`config.mk`:
```
export PLATFORM = sky130hd
export DESIGN_NAME = tlv_chunk_id_counter_flat
export DESIGN_NICKNAME = d
export VERILOG_FILES = /design/src/hdl/tlvc_pkg.sv /design/src/hdl/tlvc_req_if.sv /design/src/hdl/tlvc_rsp_if.sv /design/src/hdl/tlvc_csr_if.sv /design/src/hdl/tlv_chunk_id_counter.sv /design/src/flat_wrapper.sv
export SDC_FILE = /design/constraint.sdc
export NUM_CORES = 1
export LEC_CHECK = 0
export BUFFER_PORTS_ARGS = -buffer_cell sky130_fd_sc_hd__buf_4
export CAP_MARGIN = 5
export CORE_UTILIZATION = 45
export DETAILED_ROUTE_END_ITERATION = 8
export GPL_TIMING_DRIVEN = 0
export HOLD_SLACK_MARGIN = 0.12
export PLACE_DENSITY = 0.71
export RECOVER_POWER = 50
export REMOVE_ABC_BUFFERS = 1
export SLEW_MARGIN = 20
export SYNTH_ARGS = -nofsm -noshare
export SYNTH_HDL_FRONTEND = slang
export SYNTH_SLANG_ARGS = --single-unit
```
`constraint.sdc`:
```
create_clock -name clock -period 6.4 [get_ports clock]
set_input_delay 1.28 -clock clock [delete_from_list [all_inputs] [get_ports clock]]
set_output_delay 1.28 -clock clock [all_outputs]
set_load 0.05 [all_outputs]
```
`src/hdl/tlvc_pkg.sv`:
```
// Package for the TLV chunk id counter: field widths, register indexes,
// parse phase type. No dependencies.
package tlvc_pkg;

   localparam int DataW   = 8;
   localparam int RegionW = 31;
   localparam int CountW  = 30;
   localparam int AccW    = 32;
   localparam int CsrIdxW = 1;
   localparam int CsrDataW = 31;

   localparam logic [CsrIdxW-1:0] CSR_REGION_LENGTH = 1'd0;
   localparam logic [CsrIdxW-1:0] CSR_TARGET_ID     = 1'd1;

   localparam logic [CountW-1:0] COUNT_MAX    = {CountW{1'b1}};
   localparam logic [DataW-1:0]  TARGET_RESET = {DataW{1'b1}};

   typedef enum logic [2:0] {
      PH_ID,
      PH_LEN0,
      PH_LENX,
      PH_PAYLOAD,
      PH_STOP
   } phase_type;

endpackage

```
`src/hdl/tlvc_req_if.sv`:
```
// Input byte channel of the TLV chunk id counter.
// Depends on tlvc_pkg.
interface tlvc_req_if;
   logic                       valid;
   logic                       ready;
   logic [tlvc_pkg::DataW-1:0] data_byte;

   modport source (output valid, output data_byte, input ready);
   modport sink   (input valid, input data_byte, output ready);
endinterface

```
`src/hdl/tlvc_rsp_if.sv`:
```
// Result channel of the TLV chunk id counter.
// Depends on tlvc_pkg.
interface tlvc_rsp_if;
   logic                        valid;
   logic                        ready;
   logic [tlvc_pkg::CountW-1:0] chunk_count;

   modport source (output valid, output chunk_count, input ready);
   modport sink   (input valid, input chunk_count, output ready);
endinterface

```
`src/hdl/tlvc_csr_if.sv`:
```
// Register write channel of the TLV chunk id counter.
// Depends on tlvc_pkg.
interface tlvc_csr_if;
   logic                          valid;
   logic                          ready;
   logic [tlvc_pkg::CsrIdxW-1:0]  index;
   logic [tlvc_pkg::CsrDataW-1:0] data;

   modport source (output valid, output index, output data, input ready);
   modport sink   (input valid, input index, input data, output ready);
endinterface

```
`src/hdl/tlv_chunk_id_counter.sv`:
```
// Top level of the TLV chunk id counter: parses a region of TLV chunks one
// byte per transaction and reports the matching chunk count at region end.
// Depends on tlvc_pkg, tlvc_req_if, tlvc_rsp_if, tlvc_csr_if.
//
//   port      dir  payload                      transaction
//   req_bus   in   data_byte[7:0]               one region byte
//   rsp_bus   out  chunk_count[29:0]            count at last region byte
//   csr_bus   in   index[0], data[30:0]         register write
//
// One byte per cycle while req_bus.ready is high; each byte is parsed in the cycle it is accepted and the
// count lands in the output register on the next edge.
// req_bus.ready stays high unless a count waits in the output register and
// rsp_bus.ready is low. csr_bus.ready is always high.
// Synchronous reset clears the parse state and the registers to their
// defaults (region_length 0, target_id 255).
module tlv_chunk_id_counter (
   input logic clock,
   input logic reset,
   tlvc_req_if.sink   req_bus,
   tlvc_rsp_if.source rsp_bus,
   tlvc_csr_if.sink   csr_bus
);
   import tlvc_pkg::*;

   logic [RegionW-1:0] region_len_ff;
   logic [DataW-1:0]   target_ff;

   phase_type          phase_ff, phase_in;
   logic [RegionW-1:0] pos_ff;
   logic [AccW-1:0]    acc_ff, acc_in;
   logic [1:0]         extra_ff, extra_in;
   logic [RegionW-1:0] rem_ff, rem_in;
   logic               match_ff, match_in;
   logic [CountW-1:0]  total_ff, total_in;

   logic               rsp_valid_ff;
   logic [CountW-1:0]  rsp_count_ff;

   logic               req_accept;
   logic [DataW-1:0]   byte_val;
   logic [RegionW:0]   hdr_end;
   logic [RegionW:0]   id_need;
   logic               id_fits;
   logic [AccW-1:0]    acc_merge;
   logic [RegionW-1:0] hdr_len;
   logic               hdr_done;
   logic               hdr_fits;
   logic               region_end;
   phase_type          hdr_next;

   assign req_bus.ready = !rsp_valid_ff || rsp_bus.ready;
   assign req_accept    = req_bus.valid && req_bus.ready;
   assign byte_val      = req_bus.data_byte;
   assign csr_bus.ready = 1'b1;

   assign rsp_bus.valid       = rsp_valid_ff;
   assign rsp_bus.chunk_count = rsp_count_ff;

   assign hdr_end    = {1'b0, pos_ff} + (RegionW+1)'(1);
   assign id_need    = {1'b0, pos_ff} + (RegionW+1)'(2);
   assign id_fits    = id_need <= {1'b0, region_len_ff};
   assign region_end = hdr_end >= {1'b0, region_len_ff};

   // merge the next long-length byte into its little-endian slot
   always_comb begin
      case (extra_ff)
         2'd3:    acc_merge = acc_ff | {16'd0, byte_val, 8'd0};
         2'd2:    acc_merge = acc_ff | {8'd0, byte_val, 16'd0};
         2'd1:    acc_merge = acc_ff | {byte_val, 24'd0};
         default: acc_merge = acc_ff;
      endcase
   end

   always_comb begin
      if (phase_ff == PH_LEN0) begin
         hdr_len = {{(RegionW-DataW+1){1'b0}}, byte_val[DataW-1:1]};
      end else begin
         hdr_len = acc_merge[AccW-1:1];
      end
   end

   assign hdr_done = (phase_ff == PH_LEN0 && !byte_val[0]) ||
                     (phase_ff == PH_LENX && extra_ff == 2'd1);
   assign hdr_fits = ({1'b0, hdr_end} + {2'b0, hdr_len}) <= {2'b0, region_len_ff};

   always_comb begin
      if (!hdr_fits) begin
         hdr_next = PH_STOP;
      end else if (hdr_len == '0) begin
         hdr_next = PH_ID;
      end else begin
         hdr_next = PH_PAYLOAD;
      end
   end

   // next parse phase
   always_comb begin
      case (phase_ff)
         PH_ID:      phase_in = id_fits ? PH_LEN0 : PH_STOP;
         PH_LEN0:    phase_in = byte_val[0] ? PH_LENX : hdr_next;
         PH_LENX:    phase_in = (extra_ff == 2'd1) ? hdr_next : PH_LENX;
         PH_PAYLOAD: phase_in = (rem_ff == RegionW'(1)) ? PH_ID : PH_PAYLOAD;
         default:    phase_in = PH_STOP;
      endcase
   end

   // datapath updates per phase
   always_comb begin
      acc_in   = acc_ff;
      extra_in = extra_ff;
      rem_in   = rem_ff;
      match_in = match_ff;
      total_in = total_ff;
      case (phase_ff)
         PH_ID: begin
            if (id_fits) begin
               match_in = (byte_val == target_ff);
            end
         end
         PH_LEN0: begin
            acc_in = {{(AccW-DataW){1'b0}}, byte_val};
            if (byte_val[0]) begin
               extra_in = 2'd3;
            end
         end
         PH_LENX: begin
            acc_in   = acc_merge;
            extra_in = extra_ff - 2'd1;
         end
         PH_PAYLOAD: begin
            rem_in = rem_ff - RegionW'(1);
         end
         default: begin
            acc_in = acc_ff;
         end
      endcase
      if (hdr_done && hdr_fits) begin
         rem_in = hdr_len;
         if (match_ff && total_ff != COUNT_MAX) begin
            total_in = total_ff + CountW'(1);
         end
      end
   end

   always_ff @(posedge clock) begin
      if (reset) begin
         phase_ff <= PH_ID;
         pos_ff   <= '0;
         acc_ff   <= '0;
         extra_ff <= '0;
         rem_ff   <= '0;
         match_ff <= 1'b0;
         total_ff <= '0;
      end else if (req_accept) begin
         if (region_end) begin
            phase_ff <= PH_ID;
            pos_ff   <= '0;
            acc_ff   <= '0;
            extra_ff <= '0;
            rem_ff   <= '0;
            match_ff <= 1'b0;
            total_ff <= '0;
         end else begin
            phase_ff <= phase_in;
            pos_ff   <= hdr_end[RegionW-1:0];
            acc_ff   <= acc_in;
            extra_ff <= extra_in;
            rem_ff   <= rem_in;
            match_ff <= match_in;
            total_ff <= total_in;
         end
      end
   end

   // output register: load the count at region end, drop it once taken
   always_ff @(posedge clock) begin
      if (reset) begin
         rsp_valid_ff <= 1'b0;
      end else if (req_accept && region_end) begin
         rsp_valid_ff <= 1'b1;
      end else if (rsp_bus.ready) begin
         rsp_valid_ff <= 1'b0;
      end
   end

   always_ff @(posedge clock) begin
      if (req_accept && region_end) begin
         rsp_count_ff <= total_in;
      end
   end

   always_ff @(posedge clock) begin
      if (reset) begin
         region_len_ff <= '0;
         target_ff     <= TARGET_RESET;
      end else if (csr_bus.valid && csr_bus.ready) begin
         case (csr_bus.index)
            CSR_REGION_LENGTH: region_len_ff <= csr_bus.data[RegionW-1:0];
            CSR_TARGET_ID:     target_ff     <= csr_bus.data[DataW-1:0];
            default:           target_ff     <= target_ff;
         endcase
      end
   end

endmodule

```
`src/flat_wrapper.sv`:
```
// flat-port wrapper written by rule: the top's interface ports become plain ports
module tlv_chunk_id_counter_flat import tlvc_pkg::*;
  (clock, reset, req_bus_valid, req_bus_data_byte, req_bus_ready, rsp_bus_valid, rsp_bus_chunk_count, rsp_bus_ready, csr_bus_valid, csr_bus_index, csr_bus_data, csr_bus_ready);
  tlvc_req_if req_bus_i ();
  tlvc_rsp_if rsp_bus_i ();
  tlvc_csr_if csr_bus_i ();
  input logic clock;
  input logic reset;
  input wire logic [$bits(req_bus_i.valid)-1:0] req_bus_valid;
  input wire logic [$bits(req_bus_i.data_byte)-1:0] req_bus_data_byte;
  output wire logic [$bits(req_bus_i.ready)-1:0] req_bus_ready;
  output wire logic [$bits(rsp_bus_i.valid)-1:0] rsp_bus_valid;
  output wire logic [$bits(rsp_bus_i.chunk_count)-1:0] rsp_bus_chunk_count;
  input wire logic [$bits(rsp_bus_i.ready)-1:0] rsp_bus_ready;
  input wire logic [$bits(csr_bus_i.valid)-1:0] csr_bus_valid;
  input wire logic [$bits(csr_bus_i.index)-1:0] csr_bus_index;
  input wire logic [$bits(csr_bus_i.data)-1:0] csr_bus_data;
  output wire logic [$bits(csr_bus_i.ready)-1:0] csr_bus_ready;
  assign req_bus_i.valid = req_bus_valid;
  assign req_bus_i.data_byte = req_bus_data_byte;
  assign req_bus_ready = req_bus_i.ready;
  assign rsp_bus_valid = rsp_bus_i.valid;
  assign rsp_bus_chunk_count = rsp_bus_i.chunk_count;
  assign rsp_bus_i.ready = rsp_bus_ready;
  assign csr_bus_i.valid = csr_bus_valid;
  assign csr_bus_i.index = csr_bus_index;
  assign csr_bus_i.data = csr_bus_data;
  assign csr_bus_ready = csr_bus_i.ready;
  tlv_chunk_id_counter u_core (.clock(clock), .reset(reset), .req_bus(req_bus_i), .rsp_bus(rsp_bus_i), .csr_bus(csr_bus_i));
endmodule
```
; Yosys cells after proc, flatten, opt, wreduce, memory -nomap -nowiden
; Index checks and enable logic that the tools add are counted.
; Widths: inputs -> output; s select.
[word_totals]
out_inout_bits = 33
ff_bits = 200
inputBits = 45
wordCells = 87
[op_classes]
n_reduce_logical = 24
order_cmp = 3
n_addsub = 6
n_mux = 27
bitwise = 4
n_eq_ne = 11
[op_table]
columns = operator, count
row1 = $mux 31, 5
row2 = $pmux 32 s3, 1
row3 = $mux 30, 3
row4 = $pmux 32 s2, 1
row5 = $add 32x31->33, 1
row6 = $le 33x31->1, 1
row7 = $add 31x1->32 const B, 1
row8 = $add 31x2->32 const B, 1
row9 = $ge 32x31->1, 1
row10 = $le 32x31->1, 1
row11 = $mux 32, 1
row12 = $or 32x16->32, 1
row13 = $or 32x24->32, 1
row14 = $or 32x32->32, 1
row15 = $eq 31x1->1 const B, 1
row16 = $logic_not 31->1, 1
row17 = $sub 31x1->31 const B, 1
row18 = $add 30x1->30 const B, 1
row19 = $ne 30x30->1 const B, 1
row20 = $mux 3, 5
row21 = $pmux 3 s4, 1
row22 = $reduce_and 3->1, 3
row23 = $eq 8x8->1, 1
row24 = $mux 2, 4
row25 = other kinds (17), 36

; Logic depth before layout (Yosys ltp)
; Gate-level depths: netlist of run 1.
[depth]
depth_word = 9
ltp_mapped = 30
ltp_nobuf = 27

; Least setup slack after synthesis of run 1
; Ideal clock, no wire load.
[synth_timing]
path_kind = input to register
from = input req_bus_data_byte[1]
to = register u_core.rsp_count_ff[14], in the netlist u_core.rsp_bus.chunk_count[14] (data pin)
slack_ns = -0.120
stages = 26
path_buffers = 2
setup_ns = 0.264
arrival_time_ns = 6.257
t_required_ns = 6.136
path_cell_list = clkbuf_1 nand2_1 nand2_1 ha_1 fa_1 a21oi_1 o21ai_0 a31oi_1 o31a_1 o311ai_1 a31oi_1 o21ai_0 a21o_1 a21oi_1 xnor2_1 ha_1 nand4_1 nor4_1 a31oi_1 o211ai_1 nand3b_1 or4_4 a21oi_2 buf_2 nand3_1 xnor2_1
[synth_via]
elab_chain_cells = 7
elab_cells_between_ends = 9
cone_classes = add/sub (1) / order compare (1) / mux (3) / bitwise (3) / reduce/logical (1)
[synth_rtl]
columns = item, line_no
row1 = from (decl), flat_wrapper.sv:10  ; input wire logic [$bits(req_bus_i.data_byte)-1:0] req_bus_data_byte;
row2 = "$or 32x16->32, or another cell as far along", tlv_chunk_id_counter.sv:67  ; 2'd3: acc_merge = acc_ff | {16'd0, byte_val, 8'd0};
row3 = $pmux 32 s3, tlv_chunk_id_counter.sv:66  ; case (extra_ff)
row4 = $mux 31 (*), tlv_chunk_id_counter.sv:75  ; if (phase_ff == PH_LEN0) begin
row5 = $add 32x31->33 (*), tlv_chunk_id_counter.sv:84  ; assign hdr_fits = ({1'b0, hdr_end} + {2'b0, hdr_len}) <= {2'b0, region_len_ff};
row6 = $le 33x31->1 (*), tlv_chunk_id_counter.sv:84
row7 = $logic_and 1x1->1 (*), tlv_chunk_id_counter.sv:137  ; if (hdr_done && hdr_fits) begin
row8 = $mux 30 (*), tlv_chunk_id_counter.sv:137
row9 = named net u_core.total_in[14], tlv_chunk_id_counter.sv:34  ; logic [CountW-1:0] total_ff, total_in;
row10 = to (signal assigned), tlv_chunk_id_counter.sv:188  ; rsp_count_ff <= total_in;
row11 = to (decl), tlv_chunk_id_counter.sv:37  ; logic [CountW-1:0] rsp_count_ff;
; The timed path passes the listed nets; every way through them passes the cells marked *.
; A chain may end at the register's enable or synchronous reset.

; Worst setup path in the final report of run 1
[layout_timing]
from = register u_core.pos_ff[0]
to = register u_core.total_ff[28]
[layout_via]
elab_chain_cells = 6
elab_cells_between_ends = 7
cone_classes = add/sub (2) / order compare (2) / mux (2) / reduce/logical (1)
[layout_rtl]
columns = item, line_no
row1 = from (decl), tlv_chunk_id_counter.sv:29  ; logic [RegionW-1:0] pos_ff;
row2 = from (signal assigned), tlv_chunk_id_counter.sv:165  ; pos_ff <= hdr_end[RegionW-1:0];
row3 = $add 31x1->32 (*), tlv_chunk_id_counter.sv:59  ; assign hdr_end = {1'b0, pos_ff} + (RegionW+1)'(1);
row4 = $add 32x31->33, tlv_chunk_id_counter.sv:84
row5 = $le 33x31->1, tlv_chunk_id_counter.sv:84
row6 = $logic_and 1x1->1, tlv_chunk_id_counter.sv:137
row7 = $mux 30, tlv_chunk_id_counter.sv:137
row8 = $mux 30 (*), tlv_chunk_id_counter.sv:155  ; if (region_end) begin
row9 = to (signal assigned), tlv_chunk_id_counter.sv:170  ; total_ff <= total_in;
row10 = to (decl), tlv_chunk_id_counter.sv:34
; Every way passes the cells marked *; elsewhere a longest branch is shown, timed or not.

==> results.cfg, run 1 <==
[logic_synthesis]
synth_cell_type_count = 88
synth_area_um2 = 14400
syn_inst = 1847
async_reset_ff_frac = 0
synth_warnings = 0
synth-seq-area-share = 0.298
synth-seq-cells = 199
synth_area_leaders = dfxtp_1, ha_1, nand2_1, edfxtp_1, a21oi_1
synth-edff-count = 30
synth_top_area_frac = 0.235
synthFlopType = dfxtp_1
synth.avg_cell_area_um2 = 7.80
synth_largest_area_cell = dfxtp_1

[drt]
wl_per_cell_um = 19.1
finalWirelength_um = 45000
vias_per_cell = 6.16
ant_nets = 0
vias = 14543
drtIter0Drc = 1462
drc = 0
dr.pass1.iters = 6

[timing]
finalSetupViolations = 1
fin_crit_sh = 1.01
max_slew_margin = -0.429
rsz0062_at_grt = true
fin_ws_ps = -66.1
finalClockSkew_ps = 23.3
post-route-min-period_ps = 6470
finalMaxSlewViolations = 32
hold_viol = 0
fmaxAchievable_mhz = 155
hold_ws_ps = 455
worst_pin_slew_ps = 2140

[setup_path]
worstReg2RegEnd = u_core.total_ff[28]$_SDFFE_PP0P_
path_buf_inv = 1
cp_top_family = simple AND/OR/NAND/NOR gates
rrSetupSlack_ps = -70
r2r-start = u_core.pos_ff[0]$_SDFFE_PP0P_
crit_required_ps = 6790
crit_arrival_ps = 6860
max_stage_delay_ps = 530
endpoint_kind = register
slowest_stage = or4_4
worstRegToRegCells = 25
startpoint = u_core.pos_ff[0]$_SDFFE_PP0P_
cp_max_fo = 6
start_kind = register
critPathKind = register to register

[global_route]
grt_max_degree = 94
grt_pass1_vias = 13073
antenna_found_initial = 0
grt_use_total = 0.259
grt_overflow = 0
grt_pass1_wl_um = 68100

[die]
fp.dieH_um = 181
rows = 65
fp.coreArea_um2 = 31600
dieArea_um2 = 32700
start_util = 0.456
io_pins = 78
fp.dieW_um = 181

[power]
seq_power_share = 0.388
comb_power_share = 0.281
peakVddDrop_mv = 0.191
power_density_nw_per_um2 = 201
p_leak_nw = 7.09
internal-power_mw = 2.23
netSwitchingPower_mw = 1.27
clockPowerShare = 0.330
switching_share = 0.364

[flow_run]
drv_cap = 1

[layout]
final_common_cell = nand2_1
final_cell_mix = nand2_1, a21oi_1, dfxtp_1
layout.nets = 2121
drive_above_1_share = 0.183
diodes = 0
area_delta_synth_final_pct = 20.8

[clock_tree]
insertion_delay_ps = 470
tritoncts = built
clock_path_buffers = 2
clkTransAtPathRegs_ps = 90
numCtsBuffers = 17
cts.sinks = 199
root_buffer = clkbuf_16
cts-htree-levels = 4

[worst_hold_path]
whs_path_depth = 2
hp-class = register to register
min_to = u_core.acc_ff[8]$_SDFFE_PP0P_
min_from = u_core.acc_ff[8]$_SDFFE_PP0P_

[run_status]
status = finished, violations left
violations = capacitance limit, slew limit, setup timing

[placement]
place_congestion = 0.911
dpl_worst_slack_ps = -1800
portBuffers = 76
dp_hpwl_um = 30800
-- how the worst max path moves through the flow --
stage,slack (ps),end,cells after the start
after floorplan,-1010,u_core.match_ff$_SDFFE_PP0P_,15
after global placement,-7110,u_core.match_ff$_SDFFE_PP0P_,15
after detailed placement,-1800,u_core.rsp_bus.chunk_count[9]$_DFFE_PP_,26
after CTS,6,u_core.total_ff[28]$_SDFFE_PP0P_,26
after global routing,-240,u_core.total_ff[28]$_SDFFE_PP0P_,25
final,-70,u_core.total_ff[28]$_SDFFE_PP0P_,25
-- Yosys cell counts, types with 9 or more instances --
| master | count |
|---|---|
| dfxtp_1 | 169 |
| o21a_1 | 9 |
| o31ai_1 | 11 |
| and2_1 | 10 |
| or4_1 | 22 |
| inv_1 | 61 |
| edfxtp_1 | 30 |
| ha_1 | 131 |
| and3_1 | 18 |
| o211ai_1 | 21 |
| and4_1 | 16 |
| a31oi_1 | 47 |
| nand4_1 | 35 |
| buf_1 | 11 |
| clkbuf_1 | 81 |
| o311ai_0 | 11 |
| nor4_1 | 17 |
| a22oi_1 | 11 |
| xor2_1 | 45 |
| a21oi_1 | 165 |
| nor2_1 | 149 |
| nand2_1 | 269 |
| nor2b_1 | 14 |
| nor3_1 | 45 |
| buf_2 | 14 |
| a21o_1 | 35 |
| nand3b_1 | 13 |
| xnor2_1 | 86 |
| o21ai_0 | 72 |
| nand3_1 | 94 |
-- power groups by stage --
stage / logic, mW / registers (mW) / clock network, mW
floorplan: 0.575 / 1.38 / 0
global placement: 0.799 / 1.39 / 0
detailed placement: 0.833 / 1.39 / 0
CTS: 0.886 / 1.36 / 1.17
global route: 1.08 / 1.37 / 1.22
finish: 0.985 / 1.36 / 1.15
-- worst register-to-register path: cells and delay by family (launching register included) --
| family | cells | cell delay, ps |
|---|---|---|
| XOR/XNOR | 2 | 550 |
| AO/OA/AOI/OAI | 7 | 1410 |
| flip-flops | 1 | 420 |
| adder cells (fa/ha/maj) | 3 | 890 |
| buffers and inverters | 1 | 170 |
| AND/OR/NAND/NOR | 12 | 2940 |
-- routing by layer --
layer  GRT usage  up-vias  part of all wire
li1            -     6858                 -
met1       0.323     6897              0.41
met2       0.442      646              0.48
met3      0.0379      142             0.070
met4       0.111        0             0.041
met5           0        -                 0
-- registers in the layout (all words and copies together), names as in the netlist --
register,flops
u_core.acc_ff,31
u_core.pos_ff,31
u_core.region_len_ff,31
u_core.rem_ff,31
u_core.rsp_bus.chunk_count,30
u_core.total_ff,30
u_core.target_ff,8
u_core.phase_ff,3
u_core.extra_ff,2
u_core.match_ff,1
u_core.rsp_bus.valid,1
-- cell type report --
type	instances	area (um2)
clock buffer	17	425
tap	402	503
clock inverter	15	193
timing repair buffer	188	1400
multi-input combinational	1477	10300
inverter	61	229
fill	2781	14200
sequential	199	4370
-- cells by family after synthesis --
group                    count (synthesis)  share of synthesized area
adder cells (fa/ha/maj)                134                      0.117
XOR/XNOR                               133                     0.0832
flip-flops                             199                      0.298
other                                    1                   0.000260
AND/OR/NAND/NOR                        750                      0.255
multiplexers                             3                    0.00209
buffers and inverters                  173                     0.0480
AO/OA/AOI/OAI                          454                      0.197
-- through the flow --
stage	util	instances	total power [mW]	area (um2)	setup TNS, ps
after global placement	0.476	2213	2.19	15000	-568360
after detailed placement	0.481	2226	2.22	15200	-128080
after floorplan	-	1735	1.96	13900	-41450
after CTS	0.516	2281	3.42	16300	0
final	0.551	2359	3.50	17400	-66.1
after global routing	0.551	2359	3.66	17400	-7170
-- what timing repair did --
item | 4_1_cts | 5_1_grt
buffers inserted | 22 | 76
pin swaps | 18 | 70
hold buffers | 0 | 0
resized for setup | 72 | 133
endpoints found under the setup margin | 97 | 93
cloned | 1 | 2
No activity file was read; power rests on OpenSTA's default activity.
==> run 2, diff against run 1 <==
Settings changed: GPL_TIMING_DRIVEN 0 to not set.
==> run 2 against run 1 <==
Against the previous run:
- the run now ends clean
- critical path depth increased by 1
- die area stayed put
- sequential cell count unchanged
- sequential share of layout area is 0.40 points lower
- routed wire length hardly changed
==> results.cfg, run 2 (synthesized netlist as in run 1, its figures left out) <==
[power]
p_leak_nw = 7.33
clockPowerShare = 0.321
seq_power_share = 0.394
internal-power_mw = 2.24
comb_power_share = 0.285
power_density_nw_per_um2 = 199
netSwitchingPower_mw = 1.20
peakVddDrop_mv = 0.171
switching_share = 0.349

[die]
fp.dieW_um = 181
fp.coreArea_um2 = 31600
fp.dieH_um = 181
io_pins = 78
dieArea_um2 = 32700
start_util = 0.456
rows = 65

[setup_path]
start_kind = primary input
crit_required_ps = 6790
r2r-start = u_core.extra_ff[0]$_SDFFE_PP0P_
worstRegToRegCells = 26
critPathKind = primary input to register
cp_max_fo = 5
max_stage_delay_ps = 600
crit_arrival_ps = 6530
slowest_stage = or4_4
endpoint_kind = register
startpoint = req_bus_data_byte[1]

[run_status]
status = complete, no violations

[worst_hold_path]
min_from = u_core.region_len_ff[6]$_SDFFE_PP0P_
hp-class = register to register
whs_path_depth = 2

[clock_tree]
insertion_delay_ps = 470
clock_path_buffers = 2
clkTransAtPathRegs_ps = 80
cts.sinks = 199
numCtsBuffers = 17
cts_hold_buffers = 0
root_buffer = clkbuf_16
tritoncts = built
cts-htree-levels = 4

[placement]
placed_cell_area_um2 = 16400
place_congestion = 1.01
portBuffers = 76
dpl_worst_slack_ps = -517
dp_hpwl_um = 34000

[drt]
met3_length_um = 2930
ant_nets = 0
met1_length_um = 19300
drc = 0
drtIter0Drc = 1398
vias_per_cell = 5.99
wl_per_cell_um = 18.5
finalWirelength_um = 45000
dr.pass1.iters = 5
vias = 14592
routed.top_layer = met4
wl_met2_um = 21200

[timing]
worst_pin_slew_ps = 1420
fin_crit_sh = 0.958
hold_ws_ps = 456
fmaxAchievable_mhz = 163
post-route-min-period_ps = 6130
max_slew_margin = 0.0533
finalClockSkew_ps = 16.1
finalMaxSlewViolations = 0
fin_ws_ps = 266
finalSetupViolations = 0
hold_viol = 0

[global_route]
grt_pass1_vias = 13602
antenna_found_initial = 0
grt_use_total = 0.271
grt_max_degree = 73
grt_overflow = 0
grt_pass1_wl_um = 70700

[layout]
final_cell_mix = nand2_1, buf_4, dfxtp_1
layout.nets = 2198
diodes = 0
final_common_cell = nand2_1
final_core_util = 0.550
area_delta_synth_final_pct = 20.5
drive_above_1_share = 0.174
stdcell_area_um2 = 17400

[flow_run]
drv_cap = 0
-- run 2: changes by cell type in the layout (fill, tap and decap cells not counted), moves of 4 or more --
cell / delta
nor2_2: -5
nand2_1: +10
nor2_1: +11
dfxtp_4: -21
inv_6: +4
ha_4: -11
nand2_2: -8
clkbuf_1: +6
nor2_4: -6
dfxtp_1: +21
buf_4: +83
ha_1: +8
buf_2: -5
-- run 2: area by class of cell --
type                       instances  area, um2
multi-input combinational       1475       9830
fill                            2943      14200
clock inverter                    13        131
inverter                          61        229
sequential                       199       4290
timing repair buffer             267       1910
clock buffer                      19        464
tap                              402        503
-- run 2: power groups by stage --
| stage | clock (mW) | sequential [mW] | combinational [mW] |
|---|---|---|---|
| after floorplan | 0 | 1.38 | 0.575 |
| after global placement | 0 | 1.38 | 0.906 |
| after detailed placement | 0 | 1.38 | 0.923 |
| after CTS | 1.12 | 1.35 | 0.929 |
| after global routing | 1.17 | 1.36 | 1.08 |
| final | 1.11 | 1.36 | 0.983 |
-- run 2: path summary, 6_finish.rpt --
path / end / slack [ps]
worst max-delay path: u_core.total_ff[28]$_SDFFE_PP0P_ / 270
worst min-delay path: u_core.region_len_ff[6]$_SDFFE_PP0P_ / 460
worst max register to register: u_core.total_ff[28]$_SDFFE_PP0P_ / 270
worst min register to register: u_core.region_len_ff[6]$_SDFFE_PP0P_ / 460
-- run 2: per-layer routing --
layer	up-vias	track usage
li1	7021	-
met1	6889	0.351
met2	579	0.450
met3	103	0.0349
met4	0	0.118
met5	-	0
-- run 2: per-stage QoR --
stage,power (mW),setup TNS [ps],std cells
after detailed placement,2.31,-34020,2396
after global placement,2.29,-22970,2396
final,3.45,0,2436
after global routing,3.61,-31.2,2436
after floorplan,1.96,-41450,1735
after CTS,3.41,0,2428
-- run 2: worst max-delay path: cells and delay by family --
kind | cells | cell delay, ps
AOI/OAI and AO/OA | 11 | 1880
xor gates and xnor gates | 1 | 90
adders and majority gates | 3 | 860
buffers and inverters | 2 | 320
and+or+nand+nor | 9 | 2090
-- run 2: what timing repair did --
action                     CTS  global route
setup buffers                0             8
pin swaps                    0            36
setup endpoints to repair   77            92
resized for setup            4            80
==> run 3, diff against run 2 <==
Settings changed: BUFFER_PORTS_ARGS -buffer_cell sky130_fd_sc_hd__buf_4 to -buffer_cell sky130_fd_sc_hd__buf_2.
==> run 3 against run 2 <==
Against the previous run:
- fmax up 0.19%
- sequential share of layout area up 0.35 points
- sequential cell count unchanged
- first-iteration DRC count down 4.4%
- die area unchanged
- clock skew up 4.0 ps
- sequential power about the same
- non-clock buffer count down 17
- worst hold slack better by 1.0 ps
- power up 2.0%
- clock power up 6%
- largest power group unchanged
- clock-buffer cell count down 1
==> results.cfg, run 3 (synthesized netlist as in run 1, its figures left out) <==
[run_status]
status = complete, no violations

[clock_tree]
cts.sinks = 199
clkTransAtPathRegs_ps = 90
cts-htree-levels = 4
tritoncts = built
root_buffer = clkbuf_16
numCtsBuffers = 17
clock_path_buffers = 2
insertion_delay_ps = 480
cts_hold_buffers = 0

[die]
io_pins = 78
start_util = 0.456
dieArea_um2 = 32700
rows = 65
fp.coreArea_um2 = 31600
fp.dieW_um = 181
fp.dieH_um = 181

[placement]
portBuffers = 76
dpl_worst_slack_ps = -469
dp_hpwl_um = 34100
place_congestion = 0.959
placed_cells = 2378

[layout]
seq_area_um2 = 4290
multiInputGateArea_um2 = 9770
drive_above_1_share = 0.164
fillers = 3029
final_cell_mix = nand2_1, dfxtp_1, buf_4
final_common_cell = nand2_1
layout.nets = 2181
diodes = 0
area_delta_synth_final_pct = 18.8
stdcell_count = 2419

[global_route]
grt_use_total = 0.278
grt_pass1_wl_um = 72300
grt_pass1_vias = 13815
grt_max_degree = 49
grt_overflow = 0
antenna_found_initial = 0

[timing]
finalClockSkew_ps = 20.0
fin_ws_ps = 278
post-route-min-period_ps = 6120
tns_ps = 0
hold_viol = 0
fin_crit_sh = 0.957
finalMaxSlewViolations = 0
finalSetupViolations = 0
max_slew_margin = 0.0827
worst_pin_slew_ps = 1380
fmaxAchievable_mhz = 163

[setup_path]
cp_top_family = simple AND/OR/NAND/NOR gates
max_stage_delay_ps = 520
r2r-start = u_core.phase_ff[2]$_SDFFE_PP0P_
worst_path_most_repeated_cell = buf_4
startpoint = u_core.phase_ff[2]$_SDFFE_PP0P_
start_kind = register
cp_max_fo = 10
critPathKind = register to register
crit_arrival_ps = 6520
endpoint_kind = register
crit_required_ps = 6800
slowest_stage = or4_4
path_buf_inv = 7

[worst_hold_path]
hp-class = register to register
min_from = u_core.region_len_ff[20]$_SDFFE_PP0P_

[power]
p_leak_nw = 7.24
power_density_nw_per_um2 = 206
seq_power_share = 0.385
internal-power_mw = 2.28
clockPowerShare = 0.336
comb_power_share = 0.279
peakVddDrop_mv = 0.201
switching_share = 0.353
netSwitchingPower_mw = 1.24
p_total_mw = 3.52

[drt]
finalWirelength_um = 45900
dr.pass1.iters = 5
vias = 14645
drtIter0Drc = 1336
wl_per_cell_um = 19.0
ant_nets = 0
drc = 0
vias_per_cell = 6.05

[flow_run]
drv_cap = 0
[run 3: worst paths after layout]
check | endpoint | slack [ps] | cells past startpoint
hold / removal | u_core.region_len_ff[20]$_SDFFE_PP0P_ | 460 | 2
setup / recovery | u_core.total_ff[13]$_SDFFE_PP0P_ | 280 | 29
hold reg to reg | u_core.region_len_ff[20]$_SDFFE_PP0P_ | 460 | 2
setup reg to reg | u_core.total_ff[13]$_SDFFE_PP0P_ | 280 | 29
[run 3: stage by stage]
stage	hold slack, ps	util	cell area, um2
final	457	0.542	17100
after global routing	470	0.542	17100
after CTS	457	0.532	16800
after detailed placement	446	0.511	16100
after global placement	440	0.511	16100
after floorplan	426	-	13900
[run 3: timing repair]
item	in CTS	in global routing
endpoints found under the hold margin	0	0
buffers inserted	0	9
endpoints found under the setup margin	26	92
pin swaps	0	22
resized for setup	1	67
[run 3: power by group through the flow]
stage | clock network, mW | registers, mW | logic, mW
2_1_floorplan | 0 | 1.38 | 0.575
3_3_place_gp | 0 | 1.38 | 0.905
3_5_place_dp | 0 | 1.38 | 0.926
4_1_cts | 1.20 | 1.35 | 0.935
5_1_grt | 1.25 | 1.36 | 1.07
6_report | 1.18 | 1.35 | 0.980
[run 3: worst min-delay path, cell delays in order (launching register included)]
cell     delay [ps]
dfxtp_1         310
nand2_1          50
a21oi_1          50
[run 3: cell type report]
| cell class | instances | area share |
|---|---|---|
| Tap cell | 402 | 0.0294 |
| Clock inverter | 14 | 0.0115 |
| Inverter | 61 | 0.0134 |
| Multi-Input combinational cell | 1475 | 0.571 |
| Clock buffer | 18 | 0.0263 |
| Timing Repair Buffer | 250 | 0.0976 |
| Sequential cell | 199 | 0.251 |
[run 3: per-layer routing]
layer | track usage | vias up | share of wire
li1 | - | 6985 | -
met1 | 0.355 | 6923 | 0.42
met2 | 0.458 | 613 | 0.47
met3 | 0.0423 | 124 | 0.072
met4 | 0.130 | 0 | 0.038
met5 | 0 | - | 0
